**src/rtl/tid_pkg.sv**
```systemverilog
package tid_pkg;

    localparam int BUF_DEPTH_DEF = 256;
    localparam int MAX_READ_DEF  = 64;

    localparam int BYTE_W    = 8;
    localparam int REQ_W     = 7;
    localparam int KIND_W    = 2;
    localparam int BUFD_W    = 9;
    localparam int MAPF_W    = 3;
    localparam int CFG_IDX_W = 3;
    localparam int CFG_DAT_W = 8;

    localparam int CMDQ_DEPTH = 4;
    localparam int OUTQ_DEPTH = 4;
    localparam int OQ_CNT_W   = $clog2(OUTQ_DEPTH + 1);

    localparam logic [BYTE_W-1:0] CH_CR = 8'd13;
    localparam logic [BYTE_W-1:0] CH_NL = 8'd10;
    localparam logic [BYTE_W-1:0] CH_BS = 8'd8;
    localparam logic [BYTE_W-1:0] CH_SP = 8'd32;
    localparam logic [BYTE_W-1:0] ERASE_DEF = 8'd127;

    localparam logic ACT_RECEIVE = 1'b0;
    localparam logic ACT_READ    = 1'b1;

    localparam logic [KIND_W-1:0] KIND_ECHO = 2'd0;
    localparam logic [KIND_W-1:0] KIND_DATA = 2'd1;
    localparam logic [KIND_W-1:0] KIND_NONE = 2'd2;
    localparam logic [KIND_W-1:0] KIND_OVF  = 2'd3;

    localparam logic [CFG_IDX_W-1:0] REG_IS_TERMINAL   = 3'd0;
    localparam logic [CFG_IDX_W-1:0] REG_INPUT_MAP     = 3'd1;
    localparam logic [CFG_IDX_W-1:0] REG_CANONICAL     = 3'd2;
    localparam logic [CFG_IDX_W-1:0] REG_ECHO          = 3'd3;
    localparam logic [CFG_IDX_W-1:0] REG_ECHO_ERASE    = 3'd4;
    localparam logic [CFG_IDX_W-1:0] REG_ECHO_NEWLINE  = 3'd5;
    localparam logic [CFG_IDX_W-1:0] REG_ERASE_CHAR    = 3'd6;

    localparam int MAP_IGNCR = 0;
    localparam int MAP_ICRNL = 1;
    localparam int MAP_INLCR = 2;

    typedef struct packed {
        logic              action;
        logic [BYTE_W-1:0] byte_in;
        logic              end_of_chunk;
        logic [REQ_W-1:0]  request_count;
    } in_item_t;

    typedef struct packed {
        logic [KIND_W-1:0] kind;
        logic [BYTE_W-1:0] data;
        logic              last;
        logic [BUFD_W-1:0] buffered;
    } out_item_t;

    typedef enum logic [1:0] {
        CMD_PUSH,
        CMD_ERASE,
        CMD_READ
    } cmd_op_t;

    typedef struct packed {
        cmd_op_t           op;
        logic              echo;
        logic              canon_chk;
        logic [BYTE_W-1:0] chr;
        logic [REQ_W-1:0]  count;
    } cmd_t;

    typedef enum logic [2:0] {
        ST_IDLE,
        ST_OVF,
        ST_ERCHK,
        ST_ER1,
        ST_ER2,
        ST_READ
    } back_state_t;

    typedef struct packed {
        logic      valid;
        logic      from_mem;
        out_item_t item;
    } pend_t;

endpackage

```
**src/rtl/tid_front.sv**
```systemverilog
module tid_front #(
    parameter int MAX_READ = 64
) (
    input  logic                          aclk,
    input  logic                          aresetn,
    input  logic                          s_valid,
    output logic                          s_ready,
    input  tid_pkg::in_item_t             s_payload,
    input  logic                          cfg_wr_en,
    input  logic [tid_pkg::CFG_IDX_W-1:0] cfg_index,
    input  logic [tid_pkg::CFG_DAT_W-1:0] cfg_wdata,
    output logic                          cmd_valid,
    output tid_pkg::cmd_t                 cmd,
    input  logic                          cmd_pop
);
    import tid_pkg::*;

    localparam int PTR_W = $clog2(CMDQ_DEPTH);
    localparam int CNT_W = $clog2(CMDQ_DEPTH + 1);

    logic              is_term_reg;
    logic [MAPF_W-1:0] map_reg;
    logic              canon_reg;
    logic              echo_reg;
    logic              echo_erase_reg;
    logic              echo_nl_reg;
    logic [BYTE_W-1:0] erase_reg;

    always_ff @(posedge aclk) begin
        if (!aresetn) begin
            is_term_reg    <= 1'b0;
            map_reg        <= 3'd2;
            canon_reg      <= 1'b1;
            echo_reg       <= 1'b1;
            echo_erase_reg <= 1'b1;
            echo_nl_reg    <= 1'b0;
            erase_reg      <= ERASE_DEF;
        end else if (cfg_wr_en) begin
            unique case (cfg_index)
                REG_IS_TERMINAL:  is_term_reg    <= cfg_wdata[0];
                REG_INPUT_MAP:    map_reg        <= cfg_wdata[MAPF_W-1:0];
                REG_CANONICAL:    canon_reg      <= cfg_wdata[0];
                REG_ECHO:         echo_reg       <= cfg_wdata[0];
                REG_ECHO_ERASE:   echo_erase_reg <= cfg_wdata[0];
                REG_ECHO_NEWLINE: echo_nl_reg    <= cfg_wdata[0];
                REG_ERASE_CHAR:   erase_reg      <= cfg_wdata;
                default: ;
            endcase
        end
    end

    // classify the item into one command for the back end
    logic              keep;
    logic [BYTE_W-1:0] c;
    cmd_t              cmd_new;

    always_comb begin
        keep    = 1'b1;
        c       = s_payload.byte_in;
        cmd_new = '{op: CMD_PUSH, echo: 1'b0, canon_chk: 1'b0, chr: '0, count: '0};
        if (s_payload.action == ACT_READ) begin
            cmd_new.op        = CMD_READ;
            cmd_new.canon_chk = is_term_reg & canon_reg;
            cmd_new.count     = (s_payload.request_count > REQ_W'(MAX_READ)) ?
                                REQ_W'(MAX_READ) : s_payload.request_count;
        end else if (!is_term_reg) begin
            cmd_new.chr = c;
        end else begin
            if (c == CH_CR) begin
                if (map_reg[MAP_IGNCR]) begin
                    keep = 1'b0;
                end else if (map_reg[MAP_ICRNL]) begin
                    c = CH_NL;
                end
            end else if (c == CH_NL && map_reg[MAP_INLCR]) begin
                c = CH_CR;
            end
            cmd_new.chr = c;
            if (canon_reg && echo_erase_reg && c == erase_reg) begin
                cmd_new.op   = CMD_ERASE;
                cmd_new.echo = echo_reg;
            end else if (canon_reg) begin
                cmd_new.echo = echo_reg | (echo_nl_reg & (c == CH_NL));
            end else begin
                cmd_new.echo = echo_reg;
            end
        end
    end

    // command queue
    cmd_t             q_mem [CMDQ_DEPTH];
    logic [PTR_W-1:0] wr_ptr_reg, rd_ptr_reg;
    logic [CNT_W-1:0] cnt_reg;
    logic             push;

    assign s_ready   = cnt_reg < CNT_W'(CMDQ_DEPTH);
    assign push      = s_valid & s_ready & keep;
    assign cmd_valid = cnt_reg != '0;
    assign cmd       = q_mem[rd_ptr_reg];

    function automatic logic [PTR_W-1:0] ptr_inc(input logic [PTR_W-1:0] p);
        if (p == PTR_W'(CMDQ_DEPTH - 1)) return '0;
        return p + 1'b1;
    endfunction

    always_ff @(posedge aclk) begin
        if (push) q_mem[wr_ptr_reg] <= cmd_new;
    end

    always_ff @(posedge aclk) begin
        if (!aresetn) begin
            wr_ptr_reg <= '0;
            rd_ptr_reg <= '0;
            cnt_reg    <= '0;
        end else begin
            if (push) wr_ptr_reg <= ptr_inc(wr_ptr_reg);
            if (cmd_pop) rd_ptr_reg <= ptr_inc(rd_ptr_reg);
            if (push && !cmd_pop) cnt_reg <= cnt_reg + 1'b1;
            else if (!push && cmd_pop) cnt_reg <= cnt_reg - 1'b1;
        end
    end

endmodule

```
**src/rtl/tid_back.sv**
```systemverilog
module tid_back #(
    parameter int BUF_DEPTH = 256
) (
    input  logic                         aclk,
    input  logic                         aresetn,
    input  logic                         cmd_valid,
    input  tid_pkg::cmd_t                cmd,
    output logic                         cmd_pop,
    input  logic [tid_pkg::OQ_CNT_W-1:0] oq_level,
    output logic                         oq_push,
    output tid_pkg::out_item_t           oq_item
);
    import tid_pkg::*;

    localparam int IDX_W  = $clog2(BUF_DEPTH);
    localparam int FILL_W = $clog2(BUF_DEPTH + 1);

    logic [BYTE_W-1:0] mem [BUF_DEPTH];
    logic [BYTE_W-1:0] q_reg;

    back_state_t       state_reg, state_next;
    logic [IDX_W-1:0]  head_reg, head_next, tail_reg, tail_next, rd_addr;
    logic [FILL_W-1:0] fill_reg, fill_next, nl_reg, nl_next;
    logic [REQ_W-1:0]  cnt_reg, cnt_next;
    pend_t             pend_reg, pend_next;

    logic              wr_en;
    logic              nl_inc, nl_dec;
    logic              full, credit;
    logic [OQ_CNT_W:0] used;
    logic [IDX_W-1:0]  prev_tail;
    logic              rd_last;

    function automatic logic [IDX_W-1:0] idx_inc(input logic [IDX_W-1:0] i);
        if (i == IDX_W'(BUF_DEPTH - 1)) return '0;
        return i + 1'b1;
    endfunction

    function automatic logic [BUFD_W-1:0] to_buf(input logic [FILL_W-1:0] v);
        logic [FILL_W+BUFD_W-1:0] w;
        w = {{BUFD_W{1'b0}}, v};
        return w[BUFD_W-1:0];
    endfunction

    function automatic out_item_t mk(input logic [KIND_W-1:0] k, input logic [BYTE_W-1:0] d,
                                     input logic l, input logic [FILL_W-1:0] f);
        out_item_t r;
        r.kind     = k;
        r.data     = d;
        r.last     = l;
        r.buffered = to_buf(f);
        return r;
    endfunction

    assign prev_tail = (tail_reg == '0) ? IDX_W'(BUF_DEPTH - 1) : tail_reg - 1'b1;
    assign full      = fill_reg == FILL_W'(BUF_DEPTH);
    assign used      = {1'b0, oq_level} + {{OQ_CNT_W{1'b0}}, pend_reg.valid};
    assign credit    = used < (OQ_CNT_W + 1)'(OUTQ_DEPTH);
    assign rd_last   = (REQ_W'(cnt_reg + 1'b1) == cmd.count) || (fill_reg == FILL_W'(1));

    always_ff @(posedge aclk) begin
        if (wr_en) mem[tail_reg] <= cmd.chr;
        q_reg <= mem[rd_addr];
    end

    always_comb begin
        state_next = state_reg;
        head_next  = head_reg;
        tail_next  = tail_reg;
        fill_next  = fill_reg;
        cnt_next   = cnt_reg;
        cmd_pop    = 1'b0;
        wr_en      = 1'b0;
        nl_inc     = 1'b0;
        pend_next  = '0;
        rd_addr    = (state_reg == ST_READ) ? head_reg : prev_tail;

        unique case (state_reg)
            ST_IDLE: begin
                if (cmd_valid && credit) begin
                    unique case (cmd.op)
                        CMD_PUSH: begin
                            if (cmd.echo) begin
                                pend_next.valid = 1'b1;
                                pend_next.item  = mk(KIND_ECHO, cmd.chr, !full, fill_reg);
                            end
                            if (full) begin
                                if (cmd.echo) begin
                                    state_next = ST_OVF;
                                end else begin
                                    pend_next.valid = 1'b1;
                                    pend_next.item  = mk(KIND_OVF, cmd.chr, 1'b1, fill_reg);
                                    cmd_pop         = 1'b1;
                                end
                            end else begin
                                wr_en     = 1'b1;
                                tail_next = idx_inc(tail_reg);
                                fill_next = fill_reg + 1'b1;
                                nl_inc    = cmd.chr == CH_NL;
                                cmd_pop   = 1'b1;
                            end
                        end
                        CMD_ERASE: begin
                            if (fill_reg == '0) cmd_pop = 1'b1;
                            else state_next = ST_ERCHK;
                        end
                        CMD_READ: begin
                            // hold until the previous read's newline count settles
                            if (!(pend_reg.valid && pend_reg.from_mem)) begin
                                if (cmd.count == '0 || fill_reg == '0 ||
                                    (cmd.canon_chk && nl_reg == '0)) begin
                                    pend_next.valid = 1'b1;
                                    pend_next.item  = mk(KIND_NONE, '0, 1'b1, fill_reg);
                                    cmd_pop         = 1'b1;
                                end else begin
                                    cnt_next   = '0;
                                    state_next = ST_READ;
                                end
                            end
                        end
                        default: cmd_pop = 1'b1;
                    endcase
                end
            end
            ST_OVF: begin
                if (credit) begin
                    pend_next.valid = 1'b1;
                    pend_next.item  = mk(KIND_OVF, cmd.chr, 1'b1, fill_reg);
                    cmd_pop         = 1'b1;
                    state_next      = ST_IDLE;
                end
            end
            ST_ERCHK: begin
                // q_reg holds the byte before the tail
                if (q_reg == CH_NL) begin
                    cmd_pop    = 1'b1;
                    state_next = ST_IDLE;
                end else if (!cmd.echo) begin
                    tail_next  = prev_tail;
                    fill_next  = fill_reg - 1'b1;
                    cmd_pop    = 1'b1;
                    state_next = ST_IDLE;
                end else if (credit) begin
                    tail_next       = prev_tail;
                    fill_next       = fill_reg - 1'b1;
                    pend_next.valid = 1'b1;
                    pend_next.item  = mk(KIND_ECHO, CH_BS, 1'b0, fill_reg - 1'b1);
                    state_next      = ST_ER1;
                end
            end
            ST_ER1: begin
                if (credit) begin
                    pend_next.valid = 1'b1;
                    pend_next.item  = mk(KIND_ECHO, CH_SP, 1'b0, fill_reg);
                    state_next      = ST_ER2;
                end
            end
            ST_ER2: begin
                if (credit) begin
                    pend_next.valid = 1'b1;
                    pend_next.item  = mk(KIND_ECHO, CH_BS, 1'b1, fill_reg);
                    cmd_pop         = 1'b1;
                    state_next      = ST_IDLE;
                end
            end
            ST_READ: begin
                if (credit) begin
                    pend_next.valid    = 1'b1;
                    pend_next.from_mem = 1'b1;
                    pend_next.item     = mk(KIND_DATA, '0, rd_last, fill_reg - 1'b1);
                    head_next          = idx_inc(head_reg);
                    fill_next          = fill_reg - 1'b1;
                    cnt_next           = cnt_reg + 1'b1;
                    if (rd_last) begin
                        cmd_pop    = 1'b1;
                        state_next = ST_IDLE;
                    end
                end
            end
            default: state_next = ST_IDLE;
        endcase
    end

    // read data lands in the cycle after its address; patch it in here
    always_comb begin
        oq_push = pend_reg.valid;
        oq_item = pend_reg.item;
        if (pend_reg.from_mem) oq_item.data = q_reg;
        nl_dec  = pend_reg.valid && pend_reg.from_mem && q_reg == CH_NL && nl_reg != '0;
        nl_next = nl_reg;
        if (nl_inc && !nl_dec) nl_next = nl_reg + 1'b1;
        else if (!nl_inc && nl_dec) nl_next = nl_reg - 1'b1;
    end

    always_ff @(posedge aclk) begin
        if (!aresetn) begin
            state_reg <= ST_IDLE;
            head_reg  <= '0;
            tail_reg  <= '0;
            fill_reg  <= '0;
            nl_reg    <= '0;
            cnt_reg   <= '0;
            pend_reg  <= '0;
        end else begin
            state_reg <= state_next;
            head_reg  <= head_next;
            tail_reg  <= tail_next;
            fill_reg  <= fill_next;
            nl_reg    <= nl_next;
            cnt_reg   <= cnt_next;
            pend_reg  <= pend_next;
        end
    end

endmodule

```
**src/rtl/tid_outq.sv**
```systemverilog
module tid_outq (
    input  logic                         aclk,
    input  logic                         aresetn,
    input  logic                         oq_push,
    input  tid_pkg::out_item_t           oq_item,
    output logic [tid_pkg::OQ_CNT_W-1:0] oq_level,
    output logic                         m_valid,
    input  logic                         m_ready,
    output tid_pkg::out_item_t           m_payload
);
    import tid_pkg::*;

    localparam int PTR_W = $clog2(OUTQ_DEPTH);

    out_item_t          q_mem [OUTQ_DEPTH];
    logic [PTR_W-1:0]   wr_ptr_reg, rd_ptr_reg;
    logic [OQ_CNT_W-1:0] cnt_reg;
    logic               pop;

    function automatic logic [PTR_W-1:0] ptr_inc(input logic [PTR_W-1:0] p);
        if (p == PTR_W'(OUTQ_DEPTH - 1)) return '0;
        return p + 1'b1;
    endfunction

    assign m_valid   = cnt_reg != '0;
    assign m_payload = q_mem[rd_ptr_reg];
    assign pop       = m_valid & m_ready;
    assign oq_level  = cnt_reg;

    always_ff @(posedge aclk) begin
        if (oq_push) q_mem[wr_ptr_reg] <= oq_item;
    end

    always_ff @(posedge aclk) begin
        if (!aresetn) begin
            wr_ptr_reg <= '0;
            rd_ptr_reg <= '0;
            cnt_reg    <= '0;
        end else begin
            if (oq_push) wr_ptr_reg <= ptr_inc(wr_ptr_reg);
            if (pop) rd_ptr_reg <= ptr_inc(rd_ptr_reg);
            if (oq_push && !pop) cnt_reg <= cnt_reg + 1'b1;
            else if (!oq_push && pop) cnt_reg <= cnt_reg - 1'b1;
        end
    end

endmodule

```
**src/rtl/tty_input_line_discipline.sv**
```systemverilog
// Terminal input line discipline over a byte FIFO of BUF_DEPTH entries. The front end
// applies CR/NL mapping to received bytes and sorts each item into a push, an erase or a
// read command; the back end owns the line buffer memory and carries out one command at a
// time, giving at most one result per cycle. A push that echoes into a full buffer gives
// its echo, then an overflow result. An erase does nothing on an empty buffer; one that
// echoes gives backspace, space, backspace. A read is held while the last byte of a
// previous read is still pending (its newline count settles from the registered memory
// read of that byte). Any cycle that makes a result also waits for room in the result
// queue. A queue of four commands and a four-entry result queue decouple the input and
// result channels. Buffer contents are not cleared at reset; the fill count guards every
// read. Configuration is written through cfg_wr_en/cfg_index/cfg_wdata; the user must
// write it only while the block is idle, which the block itself does not enforce.
module tty_input_line_discipline #(
    parameter int BUF_DEPTH = tid_pkg::BUF_DEPTH_DEF,
    parameter int MAX_READ  = tid_pkg::MAX_READ_DEF
) (
    input  logic                          aclk,
    input  logic                          aresetn,
    input  logic                          s_valid,
    output logic                          s_ready,
    input  tid_pkg::in_item_t             s_payload,
    output logic                          m_valid,
    input  logic                          m_ready,
    output tid_pkg::out_item_t            m_payload,
    input  logic                          cfg_wr_en,
    input  logic [tid_pkg::CFG_IDX_W-1:0] cfg_index,
    input  logic [tid_pkg::CFG_DAT_W-1:0] cfg_wdata
);
    import tid_pkg::*;

    logic                cmd_valid, cmd_pop;
    cmd_t                cmd;
    logic [OQ_CNT_W-1:0] oq_level;
    logic                oq_push;
    out_item_t           oq_item;

    tid_front #(.MAX_READ(MAX_READ)) u_front (
        .aclk      (aclk),
        .aresetn   (aresetn),
        .s_valid   (s_valid),
        .s_ready   (s_ready),
        .s_payload (s_payload),
        .cfg_wr_en (cfg_wr_en),
        .cfg_index (cfg_index),
        .cfg_wdata (cfg_wdata),
        .cmd_valid (cmd_valid),
        .cmd       (cmd),
        .cmd_pop   (cmd_pop)
    );

    tid_back #(.BUF_DEPTH(BUF_DEPTH)) u_back (
        .aclk      (aclk),
        .aresetn   (aresetn),
        .cmd_valid (cmd_valid),
        .cmd       (cmd),
        .cmd_pop   (cmd_pop),
        .oq_level  (oq_level),
        .oq_push   (oq_push),
        .oq_item   (oq_item)
    );

    tid_outq u_outq (
        .aclk      (aclk),
        .aresetn   (aresetn),
        .oq_push   (oq_push),
        .oq_item   (oq_item),
        .oq_level  (oq_level),
        .m_valid   (m_valid),
        .m_ready   (m_ready),
        .m_payload (m_payload)
    );

endmodule

```
**config.mk**
```make
export PLATFORM = sky130hd
export DESIGN_NAME = tty_input_line_discipline
export DESIGN_NICKNAME = d
export VERILOG_FILES = /design/src/rtl/tid_pkg.sv /design/src/rtl/tid_front.sv /design/src/rtl/tid_back.sv /design/src/rtl/tid_outq.sv /design/src/rtl/tty_input_line_discipline.sv
export SDC_FILE = /design/constraint.sdc
export NUM_CORES = 2
export LEC_CHECK = 0
export BUFFER_PORTS_ARGS = -buffer_cell sky130_fd_sc_hd__buf_2
export CAP_MARGIN = 20
export CORE_MARGIN = 10
export CORE_UTILIZATION = 55
export DETAILED_ROUTE_END_ITERATION = 6
export PLACE_DENSITY = 0.7
export SYNTH_ARGS = -nofsm -noshare
export SYNTH_HDL_FRONTEND = slang
export SYNTH_HIERARCHICAL = 1
export SYNTH_SLANG_ARGS = --single-unit
```
**constraint.sdc**
```tcl
create_clock -name aclk -period 15.2 [get_ports aclk]
set_input_delay 3.8 -clock aclk [delete_from_list [all_inputs] [get_ports aclk]]
set_output_delay 3.8 -clock aclk [all_outputs]
set_load 0.1 [all_outputs]
```
==> impl_metrics.env <==
export IMPL_clk_pin_slew_ns=0.07
export IMPL_largestRegisters="u_back/mem x2048, u_outq/q_mem x80, u_front/q_mem x76"
export IMPL_drc_errors=0
export IMPL_clk_insertion_delay_late_ns=0.87
export IMPL_clkPwrFrac_pct=25.0
export IMPL_dieArea_mm2=0.188
export IMPL_postCtsSetupRepairBufs=0
export IMPL_antenna_found_initial=5
export IMPL_grt_max_degree=214
export IMPL_grt_pass1_vias=55318
export IMPL_drt_met1_wl_um=94200
export IMPL_gr_total_overflow=0
export IMPL_cts_resized=0
export IMPL_largest_reg_flops=2048
export IMPL_slew_violations=0
export IMPL_ys_seq_elements=2312
export IMPL_final_hold_violation_count=0
export IMPL_vias_per_cell=6.30
export IMPL_synth_edf_count=2204
export IMPL_final_nets=6933
export IMPL_cp_arrival_ns=7.45
export IMPL_ys_warn_count=6
export IMPL_setup_violations=0
export IMPL_fin_crit_sh_pct=44.1
export IMPL_wl_per_cell_um=25.9
export IMPL_p_sw_uw=8160
export IMPL_dr_pass1_iters=6
export IMPL_via_count=58346
export IMPL_yosysSeqAreaShare_pct=72.8
export IMPL_p_sw_share_pct=38.8
export IMPL_async_flop_share_pct=0
export IMPL_holdBufCountCts=0
export IMPL_synthFlopType="edfxtp_1"
export IMPL_critPathMaxFanout=171
export IMPL_dieWidth_um=433
export IMPL_h_tree_depth=4
export IMPL_maxCapViolCount=1
export IMPL_track_usage_pct=25.0
export IMPL_hp_class="reg2reg"
export IMPL_multiInputGateArea_mm2=0.0231
export IMPL_violations="max-capacitance violations"
export IMPL_setup_worst_path_end_class="register"
export IMPL_synthTopCellsByArea="edfxtp_1 (70%), nand2_1 (6.7%), nand3_1 (3.6%)"
export IMPL_netlist_area_mm2=0.0939
export IMPL_ys_types=97
export IMPL_syn_nets=7034
export IMPL_crit_type="reg2reg"
export IMPL_max_slew_margin_pct=1.62
export IMPL_rows=151
export IMPL_skew_ns=0.0664
export IMPL_worst_pin_slew_ns=1.46
export IMPL_start_kind="register"
export IMPL_fin_tns_setup_ns=0
export IMPL_drive_gt1_share_pct=7.62
export IMPL_seqCellArea_mm2=0.0683
export IMPL_leakagePower_uw=0.0334
export IMPL_dp_slack_ns=8.77
export IMPL_synth_area_per_cell_um2=13.5
export IMPL_wl_um=240000
export IMPL_initialDrtViolationCount=7595
export IMPL_whs_ns=0.477
export IMPL_peakVddDrop_uv=293
export IMPL_top_layer="met5"
export IMPL_netlist_instances=6962
export IMPL_numCtsBuffers=219
export IMPL_regMostFlops="u_back/mem"
export IMPL_status="finished, violations left"
export IMPL_fin_total_pwr_uw=21000
export IMPL_clock_tree_buffer_depth=3
export IMPL_worst_slack_ns=8.50
export IMPL_area_growth_pct=9.03
export IMPL_die_height_um=433
export IMPL_power_frac_seq_pct=38.8
export IMPL_io_pins=55
export IMPL_synth_top_cell_by_area="edfxtp_1"
export IMPL_power_density_mw_per_mm2=205
export IMPL_gp_congestion=0.878
export IMPL_clock_fmax_ghz=0.149
export IMPL_grt_setup_unrepaired="no"
export IMPL_synth_top_area_share_pct=70.5
export IMPL_internal_power_uw=12900
export IMPL_period_needed_ns=6.70
export IMPL_final_antenna_net_count=0
export IMPL_dp_hpwl_um=137000
export IMPL_yosysMostFrequentCell="edfxtp_1"
export IMPL_reg2reg_slack_ns=8.50
export IMPL_wl_met3_um=24200
export IMPL_cts_root_buf="clkbuf_16"
export IMPL_combPwrFrac_pct=36.2
export IMPL_worstPathRequired_ns=15.94
export IMPL_core_mm2=0.170
export IMPL_clkSinkCount=2312
export IMPL_grt_pass1_wl_um=355000
export IMPL_port_buffers=53
export IMPL_wl_met2_um=112000
export IMPL_cts_tree="built"
export IMPL_start_util_pct=55.4
export IMPL_yosys_top_cells_count="edfxtp_1 (2204), nand2_1 (1674), nand3_1 (679), nor2_1 (325)"
export IMPL_fillCellCount=12643
## metrics by stage
stage	utilization [%]	instance area (um^2)	cells
2_1_floorplan	-	93900	6962
3_5_place_dp	56.3	95500	8854
6_report	60.4	102000	9263
3_3_place_gp	56.3	95400	8853
5_1_grt	60.4	102000	9262
4_1_cts	60.3	102000	9258
## per-layer routing
metal  track usage, %  vias to the layer above
met5                0                        -
li1                 -                    25722
met1             34.7                    29178
met4             9.84                        2
met2             38.9                     2941
met3             5.05                      503
## cell usage in the layout (no fill, tap or decap), types with 15 or more instances in the layout
| master | Yosys | final |
|---|---|---|
| edfxtp_1 | 2204 | 2204 |
| nand2_1 | 1674 | 1674 |
| nand3_1 | 679 | 675 |
| nor2_1 | 325 | 324 |
| clkbuf_16 | 0 | 219 |
| mux2i_1 | 209 | 209 |
| a32oi_1 | 168 | 168 |
| a21oi_1 | 154 | 153 |
| dfxtp_1 | 108 | 108 |
| and3_1 | 94 | 94 |
| nand4_1 | 79 | 79 |
| o21ai_0 | 74 | 74 |
| buf_4 | 58 | 71 |
| clkbuf_1 | 128 | 64 |
| buf_2 | 209 | 55 |
| a31oi_1 | 54 | 54 |
| clkinv_1 | 1 | 50 |
| and2_1 | 48 | 47 |
| a211oi_1 | 45 | 45 |
| a311oi_1 | 40 | 40 |
| mux4_2 | 45 | 37 |
| ha_1 | 36 | 36 |
| nor2b_1 | 35 | 35 |
| nor3_1 | 37 | 34 |
| inv_1 | 33 | 33 |
| clkinv_2 | 0 | 31 |
| a221oi_1 | 28 | 28 |
| xnor2_1 | 23 | 23 |
| a32o_1 | 24 | 23 |
| nor4_1 | 24 | 22 |
| or3_1 | 22 | 22 |
| xor2_1 | 20 | 20 |
| o2111ai_1 | 17 | 17 |
| bufinv_16 | 0 | 15 |
## cell type report
cell class / instances / share of cell area [%]
clock buffer: 285 / 5.61
tap: 2218 / 2.71
timing repair buffer: 142 / 1.10
sequential: 2312 / 66.7
inverter: 35 / 0.128
antenna: 1 / 0.00244
multi-input combinational: 4151 / 22.6
clock inverter: 119 / 1.13
## worst max-delay path, cell delays in order, from the launching register on
cell and delay [ns]:
dfxtp_1 0.59, inv_1 0.17, ha_1 0.31, or3b_4 0.87, o211ai_4 0.43, nand2_8 0.58
buf_12 0.57, buf_4 0.75, mux2i_1 0.29, a32oi_1 0.12, and3_1 0.29, a2111oi_2 0.73
a21oi_1 0.23, o2111a_1 0.29
## logic make-up (layout without fill, tap and decap cells)
family                   count (synthesis)  in the layout  share of synthesized area (%)
adder cells (fa/ha/maj)                 39             39                          0.543
AND/OR/NAND/NOR                       3094           3094                           14.6
flip-flops                            2312           2312                           72.8
buffers and inverters                  499            581                           2.79
AO/OA/AOI/OAI                          712            712                           5.52
multiplexers                           263            263                           3.41
XOR/XNOR                                43             43                          0.401
other                                    0              1                              0
## final timing paths
path | from | endpoint | cells after the start
worst max register to register | u_back/tail_reg[0]$_SDFFE_PN0P_ | u_back/q_reg[2]$_DFF_P_ | 13
worst min register to register | u_front/echo_erase_reg$_SDFFE_PN1P_ | u_front/echo_erase_reg$_SDFFE_PN1P_ | 2
worst min-delay path | u_front/echo_erase_reg$_SDFFE_PN1P_ | u_front/echo_erase_reg$_SDFFE_PN1P_ | 2
worst max-delay path | u_back/tail_reg[0]$_SDFFE_PN0P_ | u_back/q_reg[2]$_DFF_P_ | 13
## power by group through the flow
| stage | registers (uW) | clock network [uW] | logic (uW) |
|---|---|---|---|
| floorplan | 8270 | 0 | 4970 |
| global route | 8170 | 5590 | 8080 |
| global placement | 8280 | 0 | 7320 |
| detailed placement | 8290 | 0 | 7470 |
| CTS | 8150 | 5320 | 7500 |
| finish | 8160 | 5260 | 7610 |
Power figures use the tool's default switching activity.
